File: src/rtl/tpsl_pkg.sv
// ----------------------------------------------------------------------------
// tpsl_pkg
// Types and constants of the threshold pedometer with step length estimate.
// ----------------------------------------------------------------------------
package tpsl_pkg;

  localparam int unsigned InTdataW  = 24;  // magnitude, activity_class, pad
  localparam int unsigned OutTdataW = 72;  // step_seen, steps_total, length_total, pad
  localparam int unsigned CfgIdxW   = 3;
  localparam int unsigned CfgDataW  = 16;

  localparam logic [15:0] ThreshRst  = 16'd5016;
  localparam logic [7:0]  MinSmpRst  = 8'd10;
  localparam logic [2:0]  WalkLimRst = 3'd2;
  localparam logic [7:0]  GainRst    = 8'd2;

  typedef enum logic [CfgIdxW-1:0] {
    CFG_STEP_THRESHOLD   = 3'd0,
    CFG_MIN_SAMPLES      = 3'd1,
    CFG_WALK_CLASS_LIMIT = 3'd2,
    CFG_LENGTH_GAIN      = 3'd3
  } cfg_idx_e;

  typedef enum logic [2:0] {
    ST_IDLE,
    ST_UPDATE,
    ST_MUL_LO,
    ST_MUL_DEN,
    ST_MUL_NUM,
    ST_CHECK,
    ST_DIV,
    ST_EMIT
  } state_e;

endpackage

File: src/rtl/threshold_pedometer_step_length_top.sv
// ----------------------------------------------------------------------------
// threshold_pedometer_step_length_top: step detector with step length total
// One sample at a time: UPDATE, then on a step MUL_LO, MUL_DEN, MUL_NUM, CHECK and DIV
// (DIV is bit-serial, skipped for a zero or saturated length), then EMIT, held on a stall.
// Reset: registers take defaults, trackers and totals clear at once.
// ----------------------------------------------------------------------------
module threshold_pedometer_step_length_top (
  input  logic                               clk_i,
  input  logic                               rst_ni,
  input  logic                               cfg_we_i,
  input  logic [tpsl_pkg::CfgIdxW-1:0]       cfg_idx_i,
  input  logic [tpsl_pkg::CfgDataW-1:0]      cfg_data_i,
  input  logic                               s_axis_tvalid,
  output logic                               s_axis_tready,
  // [15:0] magnitude, [18:16] activity_class, [23:19] zero
  input  logic [tpsl_pkg::InTdataW-1:0]      s_axis_tdata,
  output logic                               m_axis_tvalid,
  input  logic                               m_axis_tready,
  // [0] step_seen, [32:1] steps_total, [64:33] length_total, [71:65] zero
  output logic [tpsl_pkg::OutTdataW-1:0]     m_axis_tdata
);

  tpsl_pkg::state_e state_q, state_d;

  logic [15:0] thresh_q;
  logic [7:0]  min_smp_q;
  logic [2:0]  walk_lim_q;
  logic [7:0]  gain_q;

  logic [15:0] mag_q;
  logic [2:0]  cls_q;

  logic [15:0] run_min_q, run_max_q, run_cnt_q;
  logic [31:0] run_sum_q;
  logic [31:0] step_cnt_q, len_acc_q;

  logic        step_q, flat_q, zero_q;
  logic [15:0] diff_q;
  logic [31:0] lo_q, den_q, rem_q, shreg_q;
  logic [4:0]  bit_cnt_q;

  logic                              out_valid_q;
  logic [tpsl_pkg::OutTdataW-1:0]    out_data_q;

  logic        in_req, emit_ok;
  logic [15:0] cnt_new, min_new, max_new;
  logic [32:0] sum_add;
  logic [31:0] sum_new;
  logic        step_hit;
  logic [31:0] mul_lo, mul_den;
  logic [39:0] mul_num;
  logic        sat_hit;
  logic [32:0] trial, trial_sub;
  logic        trial_ge;
  logic [31:0] step_cnt_new, len_acc_new;
  logic [32:0] len_add;

  assign in_req  = s_axis_tvalid && s_axis_tready;
  assign emit_ok = !out_valid_q || m_axis_tready;

  // tracker update for the held sample
  assign cnt_new  = (run_cnt_q == 16'hFFFF) ? run_cnt_q : run_cnt_q + 16'd1;
  assign sum_add  = {1'b0, run_sum_q} + {17'd0, mag_q};
  assign sum_new  = sum_add[32] ? 32'hFFFF_FFFF : sum_add[31:0];
  assign max_new  = (mag_q > run_max_q) ? mag_q : run_max_q;
  assign min_new  = (mag_q < run_min_q) ? mag_q : run_min_q;
  assign step_hit = (mag_q > thresh_q) && (cls_q <= walk_lim_q) &&
                    (cnt_new > {8'd0, min_smp_q});

  // one multiplier per state, each result registered
  assign mul_lo  = {16'd0, run_min_q} * {16'd0, run_cnt_q};
  assign mul_den = {16'd0, run_cnt_q} * {16'd0, diff_q};
  assign mul_num = {8'd0, shreg_q} * {32'd0, gain_q};

  // quotient overflows 32 bits when the upper numerator word reaches den
  assign sat_hit = (rem_q >= den_q);

  // restoring division, one quotient bit per cycle
  assign trial     = {rem_q, shreg_q[31]};
  assign trial_ge  = (trial >= {1'b0, den_q});
  assign trial_sub = trial - {1'b0, den_q};

  assign step_cnt_new = (step_cnt_q == 32'hFFFF_FFFF) ? step_cnt_q : step_cnt_q + 32'd1;
  assign len_add      = {1'b0, len_acc_q} + {1'b0, shreg_q};
  assign len_acc_new  = len_add[32] ? 32'hFFFF_FFFF : len_add[31:0];

  always_ff @(posedge clk_i or negedge rst_ni) begin
    if (!rst_ni) begin
      state_q <= tpsl_pkg::ST_IDLE;
    end else begin
      state_q <= state_d;
    end
  end

  always_comb begin
    state_d       = state_q;
    s_axis_tready = 1'b0;
    unique case (state_q)
      tpsl_pkg::ST_IDLE: begin
        s_axis_tready = 1'b1;
        if (s_axis_tvalid) begin
          state_d = tpsl_pkg::ST_UPDATE;
        end
      end
      tpsl_pkg::ST_UPDATE:  state_d = step_hit ? tpsl_pkg::ST_MUL_LO : tpsl_pkg::ST_EMIT;
      tpsl_pkg::ST_MUL_LO:  state_d = tpsl_pkg::ST_MUL_DEN;
      tpsl_pkg::ST_MUL_DEN: state_d = tpsl_pkg::ST_MUL_NUM;
      tpsl_pkg::ST_MUL_NUM: state_d = tpsl_pkg::ST_CHECK;
      tpsl_pkg::ST_CHECK: begin
        state_d = (zero_q || sat_hit) ? tpsl_pkg::ST_EMIT : tpsl_pkg::ST_DIV;
      end
      tpsl_pkg::ST_DIV: begin
        if (bit_cnt_q == 5'd31) begin
          state_d = tpsl_pkg::ST_EMIT;
        end
      end
      tpsl_pkg::ST_EMIT: begin
        if (emit_ok) begin
          state_d = tpsl_pkg::ST_IDLE;
        end
      end
      default: state_d = tpsl_pkg::ST_IDLE;
    endcase
  end

  // configuration registers
  always_ff @(posedge clk_i or negedge rst_ni) begin
    if (!rst_ni) begin
      thresh_q   <= tpsl_pkg::ThreshRst;
      min_smp_q  <= tpsl_pkg::MinSmpRst;
      walk_lim_q <= tpsl_pkg::WalkLimRst;
      gain_q     <= tpsl_pkg::GainRst;
    end else if (cfg_we_i) begin
      unique case (cfg_idx_i)
        tpsl_pkg::CFG_STEP_THRESHOLD:   thresh_q   <= cfg_data_i;
        tpsl_pkg::CFG_MIN_SAMPLES:      min_smp_q  <= cfg_data_i[7:0];
        tpsl_pkg::CFG_WALK_CLASS_LIMIT: walk_lim_q <= cfg_data_i[2:0];
        tpsl_pkg::CFG_LENGTH_GAIN:      gain_q     <= cfg_data_i[7:0];
        default: ;
      endcase
    end
  end

  // trackers, totals and result register
  always_ff @(posedge clk_i or negedge rst_ni) begin
    if (!rst_ni) begin
      run_min_q   <= 16'hFFFF;
      run_max_q   <= 16'd0;
      run_sum_q   <= 32'd0;
      run_cnt_q   <= 16'd0;
      step_cnt_q  <= 32'd0;
      len_acc_q   <= 32'd0;
      step_q      <= 1'b0;
      out_valid_q <= 1'b0;
    end else begin
      if (state_q == tpsl_pkg::ST_EMIT && emit_ok) begin
        out_valid_q <= 1'b1;
      end else if (m_axis_tready) begin
        out_valid_q <= 1'b0;
      end
      if (state_q == tpsl_pkg::ST_UPDATE) begin
        run_cnt_q <= cnt_new;
        run_sum_q <= sum_new;
        run_max_q <= max_new;
        run_min_q <= min_new;
        step_q    <= step_hit;
      end
      if (state_q == tpsl_pkg::ST_EMIT && emit_ok) begin
        if (step_q) begin
          step_cnt_q <= step_cnt_new;
          len_acc_q  <= len_acc_new;
          run_min_q  <= 16'hFFFF;
          run_max_q  <= 16'd0;
          run_sum_q  <= 32'd0;
          run_cnt_q  <= 16'd0;
        end
      end
    end
  end

  // payload path
  always_ff @(posedge clk_i) begin
    if (in_req) begin
      mag_q <= s_axis_tdata[15:0];
      cls_q <= s_axis_tdata[18:16];
    end
    unique case (state_q)
      tpsl_pkg::ST_MUL_LO: begin
        lo_q   <= mul_lo;
        flat_q <= (run_max_q <= run_min_q);
        diff_q <= run_max_q - run_min_q;
      end
      tpsl_pkg::ST_MUL_DEN: begin
        den_q   <= mul_den;
        zero_q  <= flat_q || (run_sum_q < lo_q);
        shreg_q <= run_sum_q - lo_q;
      end
      tpsl_pkg::ST_MUL_NUM: begin
        // numerator is (S - m*N) * K shifted up by 16: hold top word in rem
        rem_q   <= {8'd0, mul_num[39:16]};
        shreg_q <= {mul_num[15:0], 16'd0};
      end
      tpsl_pkg::ST_CHECK: begin
        bit_cnt_q <= 5'd0;
        if (zero_q) begin
          shreg_q <= 32'd0;
        end else if (sat_hit) begin
          shreg_q <= 32'hFFFF_FFFF;
        end
      end
      tpsl_pkg::ST_DIV: begin
        rem_q     <= trial_ge ? trial_sub[31:0] : trial[31:0];
        shreg_q   <= {shreg_q[30:0], trial_ge};
        bit_cnt_q <= bit_cnt_q + 5'd1;
      end
      tpsl_pkg::ST_EMIT: begin
        if (emit_ok) begin
          out_data_q <= {7'd0,
                         (step_q ? len_acc_new : len_acc_q),
                         (step_q ? step_cnt_new : step_cnt_q),
                         step_q};
        end
      end
      tpsl_pkg::ST_IDLE, tpsl_pkg::ST_UPDATE: ;
      default: ;
    endcase
  end

  assign m_axis_tvalid = out_valid_q;
  assign m_axis_tdata  = out_data_q;

endmodule

File: config.mk
export PLATFORM = sky130hd
export DESIGN_NAME = threshold_pedometer_step_length_top
export DESIGN_NICKNAME = d
export VERILOG_FILES = /design/src/rtl/tpsl_pkg.sv /design/src/rtl/threshold_pedometer_step_length_top.sv
export SDC_FILE = /design/constraint.sdc
export NUM_CORES = 2
export LEC_CHECK = 0
export BUFFER_PORTS_ARGS = -buffer_cell sky130_fd_sc_hd__buf_2
export CAP_MARGIN = 20
export CORE_ASPECT_RATIO = 0.8
export CORE_MARGIN = 2
export CORE_UTILIZATION = 30
export CTS_CLUSTER_DIAMETER = 60
export DETAILED_ROUTE_END_ITERATION = 10
export GPL_ROUTABILITY_DRIVEN = 0
export PLACE_DENSITY = 0.5
export SLEW_MARGIN = 10
export SYNTH_ARGS = -nofsm -noshare
export SYNTH_HDL_FRONTEND = slang
export SYNTH_SLANG_ARGS = --single-unit
export TNS_END_PERCENT = 10
File: constraint.sdc
create_clock -name clk_i -period 9.01 [get_ports clk_i]
set_clock_uncertainty 0.1 [all_clocks]
set_input_delay 0.4505 -clock clk_i [delete_from_list [all_inputs] [get_ports clk_i]]
set_output_delay 0.4505 -clock clk_i [all_outputs]
set_load 0.02 [all_outputs]
# == Word level (Yosys, flattened, before mapping) ==
# Index checks and enable logic that the tools add are counted.
# classes
addsub,8
multipliers,3
n_lt_le_gt_ge,9
eq_ne,17
muxes,35
reduce_logical,21
# ops
cell,n
$mux 32,11
$mux 16,12
$pmux 32 s4,1
$mul 16x16->32,2
$pmux 32 s2,1
$sub 32x32->32,2
$mul 32x8->40,1
$add 32x16->33,1
$add 32x32->33,1
$ge 33x32->1,1
$add 32x1->32 const B,1
$eq 32x32->1 const B,1
$ge 32x32->1,1
$gt 16x16->1,2
$lt 32x32->1,1
$pmux 3 s8,1
$add 16x1->16 const B,1
$eq 16x16->1 const B,1
$gt 16x8->1,1
$le 16x16->1,1
$lt 16x16->1,1
$sub 16x16->16,1
$eq 3x2->1 const B,4
$eq 3x3->1 const B,4
17 further kinds,39
# totals
register_bits,419
input_bits,48
output_inout_bits,74
elab_cells,117

# == Longest topological paths before layout ==
# logic_depth
ltp_word,6
ltp_mapped,26
ltp_nobuf,24

# == Worst setup path before layout ==
# OpenSTA, ideal clock, no wires.
# synth_path
path_type,reg2reg
start,register run_cnt_q[13]
end,"register den_q[30], data pin"
setup_ps,258
arrival_time_ps,6274
required_time_ps,8652
slack_ps,2379
path_stages_with_launch,23
path_buffers,2
period_less_slack_ps,6631
path_cell_list,dfrtp_1 clkbuf_1 buf_1 nand2_1 fa_1 fa_1 fa_1 inv_1 fa_1 fa_1 inv_1 fa_1 inv_1 ha_1 or2_2 a311oi_1 o22ai_1 o31ai_1 a311oi_1 a221oi_1 o21ai_0 a21oi_1 xnor2_1
# synth_between
elab_chain_cells,1
# synth_rtl
item,line_no,rtl
start: declaration,threshold_pedometer_step_length_top.sv:33,"logic [15:0] run_min_q, run_max_q, run_cnt_q;"
start signal: assignment,threshold_pedometer_step_length_top.sv:162,run_cnt_q <= cnt_new;
$mul 16x16->32,threshold_pedometer_step_length_top.sv:72,"assign mul_den = {16'd0, run_cnt_q} * {16'd0, diff_q};"
via mul_den[30],threshold_pedometer_step_length_top.sv:50,"logic [31:0] mul_lo, mul_den;"
end signal: assignment,threshold_pedometer_step_length_top.sv:194,den_q <= mul_den;
end: declaration,threshold_pedometer_step_length_top.sv:39,"logic [31:0] lo_q, den_q, rem_q, shreg_q;"
# The timed path passes the listed nets, and every way through them passes these cells.
# A chain may end at the register's enable or synchronous reset.

# == Worst setup path in the final report ==
# layout_path
start,register run_cnt_q[7]
end,"register lo_q[30], data pin"
# layout_between
elab_chain_cells,1
# layout_rtl
item,line_no,rtl
$mul 16x16->32,threshold_pedometer_step_length_top.sv:71,"assign mul_lo = {16'd0, run_min_q} * {16'd0, run_cnt_q};"
via mul_lo[30],threshold_pedometer_step_length_top.sv:50,
end signal: assignment,threshold_pedometer_step_length_top.sv:189,lo_q <= mul_lo;
end: declaration,threshold_pedometer_step_length_top.sv:39,
# The timed path passes the listed nets, and every way through them passes these cells.

==> out/qor.yml <==
drc: 0
ys_seq_area_frac: 0.2338
synth.top_cell.area_share: 0.2294
die_area_mm2: 0.1700
cts_repair_resize_count: 0
hold_viol: 0
fillers: 17100
worstSetupPathType: "flip-flop to flip-flop"
numCtsBuffers: 53
slowest_stage: "dfrtp_1"
multi_input_area_mm2: 0.03448
max_stage_delay_ns: 0.81
die_w_um: 460.5
h-tree-depth: 2
ios: 122
cp.arrival_ns: 7.64
r2r-start: "run_cnt_q[7]$_DFF_PN0_"
synth-edff-count: 235
cp_cell_sequence: "buf_4 > nand2_1 > fa_1 > fa_1 > inv_1 > fa_1 > fa_1 > fa_1 > inv_1 > fa_1 > inv_1 > ha_1 > or2_2 > a21o_1 > a221oi_1 > o211ai_1 > a31oi_1 > o311ai_1 > nor3_1 > o21bai_1 > a21oi_1 > xnor2_1"
grt_busiest_layer: "met1"
grt_overflow: 0
yosys.area.top_type: "fa_1"
outcome: "complete, no violations"
use_met1: 0.2507
fp.dieH_um: 369.2
cts_tree: "built"
slew_headroom: 0.3100
tightest_slew_ns: 1.032
first_pass_iters: 9
area_growth_pct: 9.902
finalSetupViolations: 0
crit_top_cell: "fa_1"
syn_inst: 5417
grt_pass1_wl_um: 219000
crit_path_start: "run_cnt_q[7]$_DFF_PN0_"
wl_per_cell_um: 17.78
critPathLaunchType: "flip-flop"
clock-sinks: 419
yosys_warnings: 0
layout.nets: 6545
syn_area_per_cell_um2: 9.232
cts_root_buf: "clkbuf_16"
grt_antenna_before_repair: 3
ant_nets: 0
hold_depth: 3
placementRows: 133
min_period_over_period: 0.8187
rsz0062_at_grt: "false"
ys_types: 84
syn-cell-area_mm2: 0.05001
initial_utilization: 0.3033
worstHoldStart: "cfg_data_i[3]"
dr.first_iter.drc_count: 2657
crit_path_max_fanout: 22
core-area_mm2: 0.1649
clk_path_buf_depth: 3
maxCapViolCount: 0
postSynth.asyncResetShare: 0.4391
grt_usage: 0.1624
drt-vias-per-instance: 4.815
wirelength_um: 137100
fmax_ghz: 0.1356
critical_path_required_ns: 9.28
grt_max_degree: 93
tns_ns: 0
clkTransAtPathRegs_ns: 0.06
globalRouteMet2Util: 0.2392
maxSlewViolCount: 0
r2r_cells: 22
hold_path_class: "input port to flip-flop"
grt_pass1_vias: 37730
period_minus_slack_ns: 7.376
yosys_most_used_dff: "edfxtp_1"
hpwl_um: 104300
via_count: 37110
ys_ff_latch: 419
drive_above_1_share: 0.06023
seq_area_mm2: 0.01170
portBuffers: 109
critPathCaptureType: "flip-flop"
fin_hold_ws_ns: 0.03667
clk_latency_ns: 0.64
use_met3: 0.01952
synthTopCellsByArea: "fa_1 23%, edfxtp_1 14%, ha_1 12%"
-- path summary, 6_finish.rpt --
check,slack (ns),to
max reg2reg,1.63,lo_q[30]$_DFFE_PP_
min,0.04,thresh_q[3]$_DFFE_PN1P_
max,1.63,lo_q[30]$_DFFE_PP_
min in group asynchronous,0.37,step_cnt_q[6]$_DFFE_PN0P_
min reg2reg,0.41,gain_q[0]$_DFFE_PN0P_
max in group asynchronous,6.46,run_cnt_q[12]$_DFF_PN0_
-- cells in the mapped netlist, types with 19 or more instances --
master and count:
fa_1 573, edfxtp_1 235, nand3_1 86, o31ai_1 24, xnor2_1 171, dfstp_2 26
and3_1 42, a211oi_1 19, clkbuf_1 198, nor2_1 213, nor3_1 58, and2_1 416
inv_1 791, a31oi_1 42, o21ai_1 25, a21o_1 108, dfrtp_1 158, o211ai_1 31
mux2i_1 25, nand2b_1 33, a21oi_1 327, o21bai_1 26, nor2b_1 37, nand2_1 643
xor2_1 106, nand4_1 41, o21ai_0 189, ha_1 490, buf_1 21, o21a_1 34
-- metrics by stage --
stage / utilization / setup WS, ns / area [um^2] / instances
3_3_place_gp: 0.3206 / 1.685 / 52870 / 7573
6_report: 0.3333 / 1.634 / 54960 / 7707
5_1_grt: 0.3333 / 1.244 / 54960 / 7706
2_1_floorplan: - / 2.379 / 50030 / 5423
3_5_place_dp: 0.3206 / 1.669 / 52870 / 7573
4_1_cts: 0.3330 / 1.632 / 54920 / 7704
-- critical path, delay by kind of cell, from the launching register on --
kind	cells	cell delay, ns
XOR/XNOR	1	0.08
buffers and inverters	4	0.61
AND/OR/NAND/NOR	3	0.68
adder cells (fa/ha/maj)	7	3.32
flip-flops	1	0.81
AO/OA/AOI/OAI	7	1.53
-- timing repair --
action                                 4_1_cts  5_1_grt
buffers inserted                             0        0
endpoints found under the hold margin      114        0
hold buffers                                31        0
-- metal layers --
layer	share of wire	vias up
li1	-	17820
met3	0.049	152
met1	0.51	18340
met5	0	-
met2	0.41	804
met4	0.022	0
-- flip-flops by register name, summed over array words and instances (netlist names), 32 cells and up --
name / cells
m_axis_tdata: 65
rem_q: 32
len_acc_q: 32
step_cnt_q: 32
shreg_q: 32
lo_q: 32
den_q: 32
run_sum_q: 32
-- kinds of logic (layout without fill, tap and decap cells) --
family,after synthesis,count (layout),share of synthesized area
XOR/XNOR,277,277,0.04851
other,1,8,0.00007498
AO/OA/AOI/OAI,953,953,0.1189
multiplexers,43,43,0.009056
adder cells (fa/ha/maj),1063,1063,0.3520
flip-flops,419,419,0.2338
buffers and inverters,1028,1084,0.07816
AND/OR/NAND/NOR,1633,1633,0.1595
-- final cells by class --
type / instances / share of cell area
Sequential cell: 419 / 0.2128
Inverter: 792 / 0.05411
Clock buffer: 70 / 0.02622
Timing Repair Buffer: 192 / 0.02333
Antenna cell: 1 / 0.00004553
Clock inverter: 30 / 0.005395
Tap cell: 2227 / 0.05070
Multi-Input combinational cell: 3976 / 0.6274
-- placed cells by master, fill, tap and decap left out, types with 50 or more instances in the layout --
cell and n:
and2_1 414, edfxtp_1 235, nor3_1 57, ha_1 490, xor2_1 106, xnor2_1 171
inv_1 791, buf_4 50, dfrtp_1 155, a21o_1 108, o21ai_0 189, nand3_1 86
a21oi_1 326, nor2_1 212, buf_2 108, clkbuf_16 54, fa_1 573, nand2_1 642
Power is left out: the tool's default activity adds up to more than one toggle a clock period on the data nets, which glitch-free logic cannot reach.
